$ cat config.mk
export PLATFORM = sky130hd
export DESIGN_NAME = particle_sensor_frame_receiver
export DESIGN_NICKNAME = d
export VERILOG_FILES = /design/src/hdl/psfr_pkg.sv /design/src/hdl/particle_sensor_frame_receiver.sv /design/src/hdl/psfr_front.sv /design/src/hdl/psfr_queue.sv /design/src/hdl/psfr_back.sv
export SDC_FILE = /design/constraint.sdc
export NUM_CORES = 1
export LEC_CHECK = 0
export BUFFER_PORTS_ARGS = -buffer_cell sky130_fd_sc_hd__clkbuf_2
export CORE_UTILIZATION = 55
export CTS_CLUSTER_SIZE = 30
export DETAILED_ROUTE_END_ITERATION = 8
export PLACE_DENSITY_LB_ADDON = 0.25
export SETUP_SLACK_MARGIN = 0.15
export SKIP_CTS_REPAIR_TIMING = 1
export SYNTH_ARGS = -nofsm -noshare
export SYNTH_HDL_FRONTEND = slang
export SYNTH_SLANG_ARGS = --single-unit
$ cat constraint.sdc
create_clock -name clk -period 10.35 [get_ports clk]
set_input_delay 0.5175 -clock clk [delete_from_list [all_inputs] [get_ports clk]]
set_output_delay 0.5175 -clock clk [all_outputs]
set_load 0.01 [all_outputs]
$ cat src/hdl/psfr_pkg.sv
// Package for the particle sensor frame receiver.
// Frame layout constants, result codes and the frame record passed front to back.
// No dependencies.
package psfr_pkg;

	localparam int WORD_COUNT = 12;
	localparam int IDX_W      = 4;
	localparam int POS_W      = 5;

	localparam logic [7:0]       HDR_FIRST   = 8'h42;
	localparam logic [7:0]       HDR_SECOND  = 8'h4d;
	localparam logic [POS_W-1:0] SUM_END     = 5'd30;
	localparam logic [POS_W-1:0] FRAME_LAST  = 5'd31;
	localparam logic [POS_W-1:0] WORD_FIRST  = 5'd5;
	localparam logic [POS_W-1:0] WORD_LAST   = 5'd27;
	localparam logic [IDX_W-1:0] WORD_OFFSET = 4'd2;
	localparam logic [IDX_W-1:0] IDX_LAST    = 4'(WORD_COUNT - 1);

	localparam logic [1:0] STATUS_OK        = 2'd0;
	localparam logic [1:0] STATUS_START_ERR = 2'd1;
	localparam logic [1:0] STATUS_SUM_ERR   = 2'd2;

	// one judged frame: verdict plus a snapshot of its words
	typedef struct packed {
		logic [1:0]                  status;
		logic [WORD_COUNT-1:0][15:0] words;
	} frame_rec_t;

	// push side of the frame queue
	typedef struct packed {
		logic       push;
		frame_rec_t rec;
	} frame_push_t;

endpackage

$ cat src/hdl/particle_sensor_frame_receiver.sv
// Top level of the particle sensor frame receiver.
// Instantiates psfr_front, psfr_queue and psfr_back; uses psfr_pkg.
//
// Channel   Dir  Handshake            Payload
// rx        in   rx_valid / rx_stall  rx_byte[7:0]
// res       out  res_valid/res_stall  frame_status[1:0], word_index[3:0],
//                                     word_value[15:0], last_of_frame
//
// One byte per cycle is taken while rx_stall is low. A good frame gives
// twelve results, an errored frame one; the back sequencer paces them at
// one per cycle while res_stall is low. Frame records wait in a two-entry
// queue; rx_stall rises only on a frame's last byte while the queue is full.
// Reset (arst_n low) puts the byte position at the start of a frame; framing
// is counted from reset with no search for the header.
module particle_sensor_frame_receiver import psfr_pkg::*; (
	input  logic        clk,
	input  logic        arst_n,
	input  logic        rx_valid,
	output logic        rx_stall,
	input  logic [7:0]  rx_byte,
	output logic        res_valid,
	input  logic        res_stall,
	output logic [1:0]  frame_status,
	output logic [3:0]  word_index,
	output logic [15:0] word_value,
	output logic        last_of_frame
);

	frame_push_t push;
	logic        q_full;
	logic        head_valid;
	frame_rec_t  head;
	logic        pop;

	// byte side: framing, header, sum and word capture
	psfr_front u_front (
		.clk      (clk),
		.arst_n   (arst_n),
		.rx_valid (rx_valid),
		.rx_stall (rx_stall),
		.rx_byte  (rx_byte),
		.q_full   (q_full),
		.push     (push)
	);

	// judged frames wait here so each side stalls on its own
	psfr_queue u_queue (
		.clk        (clk),
		.arst_n     (arst_n),
		.push       (push),
		.full       (q_full),
		.head_valid (head_valid),
		.head       (head),
		.pop        (pop)
	);

	// result side: one transaction per word, or one for an errored frame
	psfr_back u_back (
		.clk           (clk),
		.arst_n        (arst_n),
		.head_valid    (head_valid),
		.head          (head),
		.pop           (pop),
		.res_valid     (res_valid),
		.res_stall     (res_stall),
		.frame_status  (frame_status),
		.word_index    (word_index),
		.word_value    (word_value),
		.last_of_frame (last_of_frame)
	);

endmodule

$ cat src/hdl/psfr_front.sv
// Front part: byte position, header check, running sum and word capture.
// Judges each frame at its last byte and pushes a record. Uses psfr_pkg.
module psfr_front import psfr_pkg::*; (
	input  logic        clk,
	input  logic        arst_n,
	input  logic        rx_valid,
	output logic        rx_stall,
	input  logic [7:0]  rx_byte,
	input  logic        q_full,
	output frame_push_t push
);

	logic [POS_W-1:0]            pos_q;
	logic [15:0]                 sum_q;
	logic                        hdr_good_q;
	logic [7:0]                  hi_q;
	logic [WORD_COUNT-1:0][15:0] store_q;

	logic             accept;
	logic [15:0]      check;
	logic [IDX_W-1:0] widx;
	logic             wr_word;

	assign rx_stall = (pos_q == FRAME_LAST) && q_full;
	assign accept   = rx_valid && !rx_stall;
	assign check    = {hi_q, rx_byte};
	assign widx     = pos_q[POS_W-1:1] - WORD_OFFSET;
	assign wr_word  = pos_q[0] && (pos_q >= WORD_FIRST) && (pos_q <= WORD_LAST);

	always_comb begin
		push.push       = accept && (pos_q == FRAME_LAST);
		push.rec.words  = store_q;
		if (!hdr_good_q)
			push.rec.status = STATUS_START_ERR;
		else if (sum_q != check)
			push.rec.status = STATUS_SUM_ERR;
		else
			push.rec.status = STATUS_OK;
	end

	always_ff @(posedge clk or negedge arst_n) begin
		if (!arst_n) begin
			pos_q      <= '0;
			sum_q      <= '0;
			hdr_good_q <= 1'b1;
			hi_q       <= '0;
		end else if (accept) begin
			pos_q <= pos_q + 1'b1;
			if (pos_q == '0) begin
				hdr_good_q <= (rx_byte == HDR_FIRST);
				sum_q      <= {8'd0, rx_byte};
			end else begin
				if (pos_q == 5'd1)
					hdr_good_q <= hdr_good_q && (rx_byte == HDR_SECOND);
				if (pos_q < SUM_END)
					sum_q <= sum_q + {8'd0, rx_byte};
			end
			if (!pos_q[0])
				hi_q <= rx_byte;
		end
	end

	// word store: every entry is rewritten before the frame is judged
	always_ff @(posedge clk) begin
		if (accept && wr_word)
			store_q[widx] <= {hi_q, rx_byte};
	end

endmodule

$ cat src/hdl/psfr_queue.sv
// Two-entry queue of judged frame records between front and back.
// Uses psfr_pkg.
module psfr_queue import psfr_pkg::*; (
	input  logic        clk,
	input  logic        arst_n,
	input  frame_push_t push,
	output logic        full,
	output logic        head_valid,
	output frame_rec_t  head,
	input  logic        pop
);

	frame_rec_t ent_q [2];
	logic       wr_ptr_q;
	logic       rd_ptr_q;
	logic [1:0] count_q;

	assign full       = (count_q == 2'd2);
	assign head_valid = (count_q != 2'd0);
	assign head       = ent_q[rd_ptr_q];

	always_ff @(posedge clk or negedge arst_n) begin
		if (!arst_n) begin
			wr_ptr_q <= 1'b0;
			rd_ptr_q <= 1'b0;
			count_q  <= '0;
		end else begin
			if (push.push)
				wr_ptr_q <= ~wr_ptr_q;
			if (pop)
				rd_ptr_q <= ~rd_ptr_q;
			if (push.push && !pop)
				count_q <= count_q + 1'b1;
			else if (pop && !push.push)
				count_q <= count_q - 1'b1;
		end
	end

	always_ff @(posedge clk) begin
		if (push.push)
			ent_q[wr_ptr_q] <= push.rec;
	end

endmodule

$ cat src/hdl/psfr_back.sv
// Back part: walks the head frame record and emits its results, one per cycle
// while res_stall is low; res_stall holds the output register. Uses psfr_pkg.
module psfr_back import psfr_pkg::*; (
	input  logic             clk,
	input  logic             arst_n,
	input  logic             head_valid,
	input  frame_rec_t       head,
	output logic             pop,
	output logic             res_valid,
	input  logic             res_stall,
	output logic [1:0]       frame_status,
	output logic [IDX_W-1:0] word_index,
	output logic [15:0]      word_value,
	output logic             last_of_frame
);

	logic [IDX_W-1:0] idx_q;
	logic             valid_q;
	logic             load;
	logic             err;

	assign res_valid = valid_q;
	assign err       = (head.status != STATUS_OK);
	assign load      = head_valid && (!valid_q || !res_stall);
	assign pop       = load && (err || (idx_q == IDX_LAST));

	always_ff @(posedge clk or negedge arst_n) begin
		if (!arst_n) begin
			valid_q <= 1'b0;
			idx_q   <= '0;
		end else begin
			if (load)
				valid_q <= 1'b1;
			else if (!res_stall)
				valid_q <= 1'b0;
			if (load && !err) begin
				if (idx_q == IDX_LAST)
					idx_q <= '0;
				else
					idx_q <= idx_q + 1'b1;
			end
		end
	end

	always_ff @(posedge clk) begin
		if (load) begin
			frame_status <= head.status;
			if (err) begin
				word_index    <= '0;
				word_value    <= '0;
				last_of_frame <= 1'b1;
			end else begin
				word_index    <= idx_q;
				word_value    <= head.words[idx_q];
				last_of_frame <= (idx_q == IDX_LAST);
			end
		end
	end

endmodule
== After elaboration in Yosys (flattened, before gate mapping) ==
Memory sizes are Yosys's and may differ from the RTL's.
Cells that the tools add are included.
Word-level totals
  bits in registers: 254
  RAM bits: 388
  bits of input ports: 12
  word-level logic and storage cells: 97
  memories: 1
Operators by class
  add/sub/neg operators: 6
  magnitude comparators: 6
  eq/ne operators: 8
  multiplexer cells: 18
  bitwise logic cells: 3
  reductions and logical operators: 30
Memories
  u_queue.ent_q: words 2, bits a word 194, read ports 1, clocked after Yosys merged registers in 0, write ports 1, line psfr_queue.sv:13  | frame_rec_t ent_q [2];
Operator list (count)
  $bwmux 192: 1
  $bmux 16 s4: 1
  $demux 16 s4: 1
  $mux 16: 4
  $add 16x8->16: 1
  $eq 8x7->1 const B: 2
  $ne 16x16->1: 1
  $logic_and 1x1->1: 13
  $lt 4x5->1 const B: 2
  $reduce_bool 2->1: 5
  $mux 2: 4
  $logic_not 1->1: 6
  $mux 1: 6
  $reduce_and 2->1: 3
  $add 5x1->5 const B: 1
  $eq 5x1->1 const B: 1
  $eq 5x5->1 const B: 1
  $ge 5x3->1 const B: 1
  $le 5x5->1 const B: 1
  $logic_not 5->1: 1
  $lt 5x5->1 const B: 1
  $add 4x1->4 const B: 1
  $eq 4x4->1 const B: 1
  $ge 4x1->1 const B: 1
  other kinds (8): 11

== Depth between registers and ports, before layout ==
Gate-level depths: netlist of run 1.
  depth after elaboration: 9
  gate-level depth with buffers: 12
  depth with buffers taken out: 11

== Cells and area by module ==
Synthesis of run 1 repeated with hierarchy kept, for this count alone.
Unflattened totals
  cells, all modules: 1290
  area, all modules: 25461.9 sq um
By module, submodules not included
  psfr_queue: instances 1, cells each 620, area an instance 14810.5 sq um, sequential area each 11751.3 sq um
  psfr_front: instances 1, cells each 429, area an instance 7906.3 sq um, sequential area each 6517.5 sq um
  psfr_back: instances 1, cells each 241, area an instance 2745.1 sq um, sequential area each 815.8 sq um

== Worst setup path after synthesis of run 1 ==
No wires, ideal clock.
  path kind: reg-to-reg
  start: register u_front.pos_q[0]
  end: memory u_queue.ent_q[0][0] in the netlist's numbering, enable pin
  library setup time: 751 ps
  data arrival time: 9602 ps
  setup slack: -3 ps
  stages on the path, launching flop included: 9
  buffers on the path: 1
  path through: dfrtp_1 ha_1 and2_1 ha_1 nand3b_1 and2_1 buf_2 nand2_1 nor2_1
On the way
  word-level cells in the longest chain between the ends: 7
RTL lines
  from (decl): line psfr_front.sv:13  | logic [POS_W-1:0] pos_q;
  from (signal assigned): line psfr_front.sv:48  | pos_q <= pos_q + 1'b1;
  $eq 5x5->1 *: line psfr_front.sv:24, psfr_front.sv:31
  $logic_and 1x1->1: line psfr_front.sv:24  | assign rx_stall = (pos_q == FRAME_LAST) && q_full;
  $logic_not 1->1: line psfr_front.sv:25  | assign accept = rx_valid && !rx_stall;
  $logic_and 1x1->1: line psfr_front.sv:25
  $logic_and 1x1->1 *: line psfr_front.sv:31  | push.push = accept && (pos_q == FRAME_LAST);
  $mux 1 *: line psfr_queue.sv:40  | if (push.push)
  $mux 1 (not written as such) *: line psfr_queue.sv:41  | ent_q[wr_ptr_q] <= push.rec;
  to (decl): line psfr_queue.sv:13
Every way passes the cells marked *; elsewhere a longest branch is shown, timed or not.

== Worst setup path in the final report of run 1 ==
  start: register u_front.pos_q[2]
  end: memory u_queue.ent_q[1][50] in the netlist's numbering, enable pin
Same word-level chain as after synthesis.

==> out/results.txt, run 1 <==
Most common cell after layout, fill and taps aside = edfxtp_1
Sink Count = 642
Max Root-Sink Buffers = 3
Leakage Power = 8.53 nW
CP top delay family = simple AND/OR/NAND/NOR gates
WP data required = 10,580 ps
Vias per inst = 6.05
Die Width = 210 µm
Post-Syn Area = 23,800 µm²
Critical path data arrival time = 3820 ps
Synth warn = 0
Initial Utilization = 56.3%
Crit path cell chain = ha_1 -> and2_1 -> ha_1 -> nand3b_1 -> and2_1 -> and3_4 -> buf_12
Most frequent cells in the layout = edfxtp_1, mux4_2, nand2_1
Final antenna-violating net count = 0
Post-synth EDFFs = 603
Crit path max-delay cell type = and3_4
CTS tree = done
CTS Root Cell = clkbuf_16
Fin. Hold Viols = 0
Synth Register Bits = 642
# rows = 75
Clock latency on the worst-skew pair = 610 ps
Relative slew margins = 27.7%
Final setup vio count = 0
Core Util, Final = 62.7%
Yosys top cell by area = edfxtp_1
Syn Area/Cell = 21.0 µm²
DR WL/cell = 26.1 µm
Reg clk slew, reported paths = 60 ps
Status = completed
Layout cell share with drive strength beyond 1 = 21.3%
Slew Limit Fails = 0
H-tree depth = 2
RSZ-0062 raised after global routing = false
# Max-Cap Violations = 0
Syn_nets = 1,167
Number of global-route vias before repair = 11,400
Via Count = 11,100
Pwr/cell area = 249 nW/µm²
First-pass GRT wire length = 71,500 µm
Yosys cell types = 57
Post-synth ARST share = 6.07%
DR DRC count = 0
Max FO, Critical Path = 150
First drt pass iteration count = 5
Placeable core area = 42,300 µm²
CTS Buf Count = 59
CP max stage delay = 700 ps
Total global routing overflow = 0
Post-synth top flop = edfxtp_1
Least-Margin Pin Slew = 1080 ps
Worst Path Buf+Inv = 1
Worst Hold Class = primary input to asynchronous set/reset pin
Max IR drop VDD = 0.227 mV
Power Total = 0.00661 W
Post-route cell area = 26,500 µm²
Area delta synth->final = 11.4%
Cells after synthesis = 1,135
Die area = 44,200 µm²
Fin nets = 1,242
Fin crit period = 3590 ps
Total GRT Usage = 22.5%
Final WL = 47,700 µm
Kind of critical path = flip-flop to flip-flop
Die height = 210 µm
Largest cells by area after synthesis = edfxtp_1, mux4_2, dfrtp_1
Sequential area share after synthesis = 80.1%
Setup crit start kind = flip-flop
# IOs = 37
Max Freq = 0.279 GHz
Dpl hpwl = 26,500 µm
Port Buffers = 36
Iteration-0 DRC Markers = 979
Setup TNS = 0 ps
Pin count of the biggest net entering global routing = 160
Filler Cell Count = 2,899
Dpl cell area = 24,700 µm²
Antenna Cells = 0
Crit share post-route = 34.7%
Reg2Reg Setup Slack = 6760 ps
Crit path capture type = flip-flop
Worst hold slack = 90.9 ps
Routability cong. = 0.808
Yosys top cell area share = 76.0%
Skew final = 15.0 ps
Initial antenna violation count = 0
worst paths after layout:
check,cells past startpoint,endpoint,start
setup / recovery,7,u_queue.ent_q[1][50]$_DFFE_PP_,u_front.pos_q[2]$_DFFE_PN0P_
hold / removal,1,u_queue.count_q[0]$_DFFE_PN0P_,arst_n
setup reg to reg,7,u_queue.ent_q[1][50]$_DFFE_PP_,u_front.pos_q[2]$_DFFE_PN0P_
hold reg to reg,0,u_queue.ent_q[0][165]$_DFFE_PP_,u_front.push[165]$_DFFE_PP_
max in group asynchronous,1,u_queue.rd_ptr_q$_DFFE_PN0P_,arst_n
min in group clk,3,u_back.res_valid$_DFFE_PN0P_,res_stall
logic make-up (layout without fill, tap and decap cells):
logic type               count (synthesis)  after routing  share of synthesized area, %
AO/OA/AOI/OAI                          106            106                          2.81
XOR/XNOR                                19             19                         0.698
adder cells (fa/ha/maj)                 20             20                          1.08
buffers and inverters                   53            169                          1.28
flip-flops                             642            642                          80.1
multiplexers                           124            124                          10.5
AND/OR/NAND/NOR                        171            171                          3.57
metal layers:
metal,up-vias,routed length [µm],global-route usage (%)
met3,75,2680,3.04
met5,-,0,0
met4,0,1270,7.73
met2,392,23500,36.4
li1,4757,-,-
met1,5844,20200,32.1
area by class of cell:
cell class | instances | area [µm²] | area share (%)
flip-flops and latches | 642 | 19100 | 72.0
clock inverters | 26 | 244 | 0.920
clock buffers | 76 | 1560 | 5.89
inverters | 11 | 41.3 | 0.156
repair buffers | 56 | 355 | 1.34
multi-input cells | 440 | 4520 | 17.0
well taps | 577 | 722 | 2.72
Yosys cell counts (all sizes together), types with 4 or more instances:
library cell / n
buf: 23
mux2: 27
xor2: 5
nor2: 29
clkbuf: 19
a21o: 4
nand3: 11
inv: 11
nand2: 63
ha: 19
o21ai: 13
dfrtp: 38
nor3: 5
edfxtp: 603
nand4: 8
and3: 5
xnor2: 14
mux4: 96
a31oi: 21
a21oi: 30
nor2b: 22
o211ai: 8
or4: 4
a22oi: 16
sequential cells by signal, summed over array words and instances, names as in the netlist, 2 cells and up:
name / flops
u_queue.count_q: 2
u_queue.ent_q: 388
u_front.sum_q: 16
u_back.idx_q: 4
u_front.hi_q: 8
u_back.word_index: 4
u_back.word_value: 16
u_back.frame_status: 2
u_front.push: 192
u_front.pos_q: 5
metrics by stage:
| step | instances | setup WS [ps] |
|---|---|---|
| 6_report | 1828 | 6760 |
| 2_1_floorplan | 1135 | 3280 |
| 3_5_place_dp | 1726 | 6830 |
| 5_1_grt | 1828 | 6600 |
| 4_1_cts | 1828 | 6830 |
| 3_3_place_gp | 1726 | 6910 |
power by group:
group          leakage [nW]  total [W]  switching (W)  internal, W
Combinational          1.77    0.00131       0.000707     0.000601
Sequential             5.89    0.00325       0.000215      0.00303
Clock                 0.868    0.00205       0.000912      0.00114
Total                  8.53    0.00661        0.00183      0.00477
Note: power is estimated with default switching activity, not from simulation.
==> run 2, diff against run 1 <==
==> constraint.sdc (replaced) <==
create_clock -name clk -period 3.05 [get_ports clk]
set_input_delay 0.1525 -clock clk [delete_from_list [all_inputs] [get_ports clk]]
set_output_delay 0.1525 -clock clk [all_outputs]
set_load 0.01 [all_outputs]
==> run 2 against run 1 <==
  * Clock skew up 6.4 ps
  * Design area up 2.7%
  * Setup slack worse by 6400 ps
  * Global-route usage down 0.51 points
  * Flip-flop and latch count unchanged
  * Critical endpoint is now u_front.push[155]$_DFFE_PP_
  * Highest routed layer unchanged
==> out/results.txt, run 2 (same netlist as run 1, synthesis figures left out) <==
Die height = 210 µm (unchanged)
Most frequent cells in the layout = edfxtp_1, mux4_2, nand2_1, clkbuf_16
Total GRT Usage = 22.0% (-0.51 points)
Max IR drop VDD = 0.513 mV (+130%)
Final setup vio count = 0 (unchanged)
CTS Root Cell = clkbuf_16
Pwr/cell area = 842 nW/µm² (+240%)
RSZ-0062 raised after global routing = true
Reg2Reg Setup Slack = 310 ps (-6440 ps)
Die Width = 210 µm (unchanged)
First-pass GRT wire length = 70,300 µm (-1.7%)
Register with the most flip-flops = u_queue.ent_q
Clock power share = 31.9% (+0.9 points)
Max Freq = 0.366 GHz (+31%)
Crit path capture type = flip-flop
Worst Hold Class = primary input to flip-flop
Least-Margin Pin Slew = 1050 ps (-35.7 ps)
Placeable core area = 42,300 µm² (unchanged)
Reg clk slew, reported paths = 70 ps (about the same)
Fin nets = 1,285 (+3.5%)
Power Total = 0.0229 W (+250%)
# rows = 75 (unchanged)
Antenna Cells = 0 (unchanged)
Crit path max-delay cell type = dfrtp_1
Sequential power share = 47.8% (-1.4 points)
Dpl hpwl = 29,200 µm (+10%)
WP data required = 3320 ps (-7260 ps)
Via Count = 11,000 (-0.64%)
Core Util, Final = 64.4% (+1.7 points)
Max FO, Critical Path = 16 (-89%)
Layout cell share with drive strength beyond 1 = 24.2% (+2.9 points)
Number of flip-flops under the largest register name = 388 (unchanged)
Most common cell after layout, fill and taps aside = edfxtp_1
Iteration-0 DRC Markers = 945 (-3.5%)
Switching Share = 27.2% (-0.57 points)
Setup crit start kind = flip-flop
Max Root-Sink Buffers = 3 (unchanged)
Number of global-route vias before repair = 11,500 (+0.90%)
Area delta synth->final = 14.4%
Combinational Power Share = 20.3% (+0.5 points)
DR DRC count = 0 (unchanged)
Die area = 44,200 µm² (unchanged)
Worst Path Buf+Inv = 2 (+1)
Slew Limit Fails = 0 (unchanged)
Total global routing overflow = 0 (unchanged)
Initial Utilization = 56.3% (unchanged)
DR WL/cell = 25.0 µm (-4.1%)
Initial antenna violation count = 0 (unchanged)
Vias per inst = 5.86 (-3.3%)
Pin count of the biggest net entering global routing = 50 (-69%)
Status = completed
Kind of critical path = flip-flop to flip-flop
Internal power = 0.0167 W (+250%)
CTS tree = done
Crit share post-route = 89.7% (+55 points)
Switching power of the nets = 0.00624 W (+240%)
Worst hold slack = 63.7 ps (-27.2 ps)
Relative slew margins = 30.1% (+2.4 points)
H-tree depth = 2 (unchanged)
CTS Buf Count = 60 (+1.7%)
Final antenna-violating net count = 0 (unchanged)
CP max stage delay = 480 ps (-220 ps)
Crit path cell chain = ha_2 -> and2_1 -> ha_2 -> nand3b_1 -> nand2_1 -> a31oi_1 -> nand4_1 -> buf_4 -> nor2_2 -> buf_4
Critical path data arrival time = 3010 ps (-810 ps)
Fin crit period = 2740 ps (-855 ps)
CP top delay family = simple AND/OR/NAND/NOR gates
First drt pass iteration count = 5 (unchanged)
# Max-Cap Violations = 0 (unchanged)
Sink Count = 642 (unchanged)
# IOs = 37 (unchanged)
Port Buffers = 36 (unchanged)
Skew final = 21.4 ps (+6.40 ps)
Fin. Hold Viols = 0 (unchanged)
Routability cong. = 0.833 (+3.1%)
Final WL = 46,900 µm (-1.5%)
Clock latency on the worst-skew pair = 620 ps (about the same)
Leakage Power = 8.88 nW (+4.1%)
==> run 2: worst paths after layout <==
| path | from | end | cells past startpoint |
|---|---|---|---|
| max in group asynchronous | arst_n | u_queue.rd_ptr_q$_DFFE_PN0P_ | 2 |
| min in group asynchronous | arst_n | u_front.hi_q[1]$_DFFE_PN0P_ | 2 |
| hold / removal | rx_byte[0] | u_front.push[32]$_DFFE_PP_ | 2 |
| setup / recovery | u_front.pos_q[2]$_DFFE_PN0P_ | u_front.push[155]$_DFFE_PP_ | 10 |
| setup reg to reg | u_front.pos_q[2]$_DFFE_PN0P_ | u_front.push[155]$_DFFE_PP_ | 10 |
| hold reg to reg | u_front.push[27]$_DFFE_PP_ | u_queue.ent_q[1][27]$_DFFE_PP_ | 0 |
==> run 2: power groups by stage <==
stage | Sequential, W | Combinational (W) | Clock [W]
after detailed placement | 0.0112 | 0.00467 | 0
final | 0.0110 | 0.00465 | 0.00733
after global routing | 0.0110 | 0.00503 | 0.00776
after global placement | 0.0111 | 0.00461 | 0
after CTS | 0.0110 | 0.00470 | 0.00745
after floorplan | 0.0108 | 0.00347 | 0
==> run 2: metrics by stage <==
stage	TNS, ps	area [µm²]	setup WS (ps)	std cells
after global placement	0	25300	335	1764
final	0	27200	315	1878
after CTS	0	27200	221	1874
after detailed placement	0	25300	249	1764
after floorplan	-552180	23900	-1680	1135
after global routing	0	27200	123	1878
==> run 2: final cells by class <==
class | instances | area, µm²
fill | 2806 | 15100
clock buffer | 71 | 1560
multi-input combinational | 440 | 4510
inverter | 11 | 41.3
sequential | 642 | 19100
tap | 577 | 722
clock inverter | 39 | 374
timing repair buffer | 98 | 948
==> run 2: worst register-to-register path, cell delays in order, from the launching register on <==
cell	delay [ps]
dfrtp_1	480
ha_2	230
and2_1	160
ha_2	200
nand3b_1	190
nand2_1	150
a31oi_1	250
nand4_1	140
buf_4	180
nor2_2	70
buf_4	320
==> run 2: routing by layer <==
layer  vias up  share of wire, %  track usage [%]
met5         -                 0                0
met4         0               3.3             8.88
met3        84               5.2             3.44
met2       334                50             36.0
met1      5727                42             30.1
li1       4852                 -                -
==> run 3, diff against run 2 <==
--- a/config.mk
+++ b/config.mk
@@ -5,6 +5,7 @@
 export SDC_FILE = /design/constraint.sdc
 export NUM_CORES = 1
 export LEC_CHECK = 0
+export ABC_AREA = 1
 export BUFFER_PORTS_ARGS = -buffer_cell sky130_fd_sc_hd__clkbuf_2
 export CORE_UTILIZATION = 55
 export CTS_CLUSTER_SIZE = 30
==> run 3 against run 2 <==
  * Synthesized cell count up 99%
  * Flip-flop and latch count unchanged
  * Count of clock-buffer cells in the layout up 16
  * Global-route usage up 3.2 points
  * Critical path type unchanged
  * Highest routed layer unchanged
  * Fmax up 7.3%
  * Synthesized area up 9.7%
  * Power up 9.4%
  * The run now ends with DRC, hold timing left
  * Cell count up 59%
  * Utilization down 1.8 points
  * Largest power group unchanged
  * Hold slack worse by 92 ps
  * Sequential power about the same
==> out/results.txt, run 3 <==
Status = finished, violations left
Failing checks = DRC, hold timing
Synth warn = 0 (unchanged)
Crit share post-route = 83.6% (-6.1 points)
CP top delay family = simple AND/OR/NAND/NOR gates
# IOs = 37 (unchanged)
Dpl hpwl = 35,000 µm (+20%)
DR WL/cell = 19.6 µm (-22%)
Register with the most flip-flops = u_queue.ent_q
Post-synth top flop = edfxtp_1
Layout cell share with drive strength beyond 1 = 9.48% (-15 points)
Port Buffers = 36 (unchanged)
H-tree depth = 3 (+1)
Max FO, Critical Path = 24 (+8)
Via Count = 16,100 (+46%)
Most used cell, CP = nor2_4
Fin crit period = 2550 ps (-187 ps)
Reg clk slew, reported paths = 60 ps (about the same)
CP max stage delay = 450 ps (-30 ps)
Max IR drop VDD = 0.573 mV (+12%)
Post-synth ARST share = 6.07% (unchanged)
Core Util, Final = 62.6% (-1.8 points)
Relative slew margins = 25.8% (-4.3 points)
Internal power = 0.0165 W (-1.1%)
Critical path data arrival time = 2780 ps (-230 ps)
Initial antenna violation count = 0 (unchanged)
Most frequent cells in the layout = nand2_1, edfxtp_1, inv_1
Max Root-Sink Buffers = 3 (unchanged)
Fin. Hold Viols = 1 (+1)
Max Freq = 0.392 GHz (+7.3%)
Sink Count = 642 (unchanged)
Final setup vio count = 0 (unchanged)
First-pass GRT wire length = 90,100 µm (+28%)
Worst Hold Class = primary input to flip-flop
Final antenna-violating net count = 0 (unchanged)
Pin count of the biggest net entering global routing = 182 (+260%)
WP data required = 3280 ps (-40 ps)
Number of flip-flops under the largest register name = 388 (unchanged)
Leakage Power = 12.2 nW (+37%)
Switching power of the nets = 0.00859 W (+38%)
Worst hold slack = -27.9 ps (-91.6 ps)
Post-route cell area = 29,300 µm² (+7.5%)
Crit path cell chain = ha_2 -> nand2_1 -> inv_2 -> ha_4 -> nand2_4 -> nor2_4 -> nor2_4 -> nand2_8 -> nor2_4 -> buf_12 -> buf_4
Syn Area/Cell = 11.6 µm² (-45%)
Final WL = 58,700 µm (+25%)
Count leader, synth = nand2_1
Least-Margin Pin Slew = 1110 ps (+62.8 ps)
Post-synth EDFFs = 603 (unchanged)
CTS Buf Count = 66 (+10%)
Kind of critical path = flip-flop to flip-flop
Yosys top cell area share = 69.3% (-6.7 points)
Dpl cell area = 27,300 µm² (+8.1%)
Combinational Power Share = 27.2% (+6.9 points)
Area delta synth->final = 12.1%
Post-Syn Area = 26,100 µm² (+9.7%)
Largest cells by area after synthesis = edfxtp_1, nand2_1, nand3_1
Cells after synthesis = 2,258 (+99%)
Die Width = 220 µm (+4.7%)
Synth Register Bits = 642 (unchanged)
Initial Utilization = 55.9% (-0.41 points)
Filler Cell Count = 3,527 (+26%)
Slew Limit Fails = 0 (unchanged)
Crit path capture type = flip-flop
Worst Path Buf+Inv = 3 (+1)
Switching Share = 34.2% (+7.0 points)
CTS tree = done
Vias per inst = 5.38 (-8.2%)
Fin nets = 2,370 (+84%)
DR DRC count = 6 (+6)
Yosys cell types = 39 (-32%)
Antenna Cells = 0 (unchanged)
Most common cell after layout, fill and taps aside = nand2_1
Crit path max-delay cell type = dfrtp_1
Placeable core area = 46,800 µm² (+10%)
RSZ-0062 raised after global routing = false
# rows = 79 (+5.3%)
Total GRT Usage = 25.2% (+3.2 points)
Iteration-0 DRC Markers = 1,659 (+76%)
First drt pass iteration count = 9 (+4)
CTS Root Cell = clkbuf_16
Die height = 220 µm (+4.7%)
Sequential power share = 43.4% (-4.4 points)
Die area = 48,400 µm² (+9.6%)
Yosys top cell by area = edfxtp_1
Pwr/cell area = 858 nW/µm² (+1.8%)
Most frequent cells after synthesis = nand2_1, edfxtp_1, inv_1, nand3_1, nor2_1
Skew final = 25.2 ps (+3.81 ps)
Syn_nets = 2,290 (+96%)
Sequential area share after synthesis = 73.0% (-7.1 points)
Setup crit start kind = flip-flop
Routability cong. = 0.910 (+9.3%)
# Max-Cap Violations = 0 (unchanged)
Number of global-route vias before repair = 16,000 (+39%)
Clock latency on the worst-skew pair = 590 ps (-30 ps)
Total global routing overflow = 0 (unchanged)
Clock power share = 29.3% (-2.6 points)
## run 3: cell types whose count changed after synthesis, sizes merged, moves of 16 or more
cell	previous run	this run
mux4	96	0
a22oi	16	0
nand3	11	309
a31oi	21	4
nor2b	22	0
nand2	63	670
nor2	29	66
mux2	27	2
buf	23	70
inv	11	392
## run 3: area by class of cell
cell class              count  area [µm²]  area share, %
flip-flops and latches    642       19100           65.2
repair buffers             94         846           2.89
clock inverters            28         189          0.645
clock buffers              87        1760           6.02
inverters                 394        1490           5.07
multi-input cells        1140        5150           17.6
well taps                 607         759           2.59
## run 3: cell families after synthesis
group / share of synthesized area (%)
simple gates: 17.0
flops: 73.0
buf+inv: 7.61
compound gates: 0.986
fa+ha+maj: 0.986
xor+xnor: 0.302
mux: 0.0862
## run 3: through the flow
stage	cells	hold WS (ps)	TNS, ps	total power [W]	setup slack [ps]
5_1_grt	2992	5.56	0	0.0264	353
3_5_place_dp	2875	110	0	0.0179	503
2_1_floorplan	2258	-143	-609590	0.0156	-1580
6_report	2992	-27.9	0	0.0251	501
4_1_cts	2990	-504	0	0.0252	495
3_3_place_gp	2875	101	0	0.0177	549
## run 3: power by group through the flow
stage / clock, W / combinational (W) / sequential [W]
detailed placement: 0 / 0.00678 / 0.0111
floorplan: 0 / 0.00476 / 0.0109
global route: 0.00780 / 0.00761 / 0.0110
global placement: 0 / 0.00666 / 0.0111
CTS: 0.00748 / 0.00683 / 0.0109
finish: 0.00736 / 0.00684 / 0.0109
## run 3: tightest hold or removal path: cells and delay by family
kind	cells	cell delay [ps]
and+or+nand+nor	2	130
buffers and inverters	1	100
AOI/OAI and AO/OA	1	120
## run 3: routing by layer
layer	part of all wire, %	GRT usage, %
met5	0	0
met4	2.8	9.59
met2	49	42.3
met1	41	33.6
met3	7.1	3.29
## run 3: final timing paths
path	from	endpoint	slack, ps	cells after the start
hold reg to reg	u_front.push[124]$_DFFE_PP_	u_queue.ent_q[0][124]$_DFFE_PP_	430	0
setup / recovery	u_front.pos_q[2]$_DFFE_PN0P_	u_queue.ent_q[0][22]$_DFFE_PP_	500	11
hold / removal	rx_valid	u_front.pos_q[0]$_DFFE_PN0P_	-30	4
min in group asynchronous	arst_n	u_back.idx_q[0]$_DFFE_PN0P_	80	2
setup reg to reg	u_front.pos_q[2]$_DFFE_PN0P_	u_queue.ent_q[0][22]$_DFFE_PP_	500	11
max in group asynchronous	arst_n	u_front.hdr_good_q$_DFFE_PN1P_	2190	3
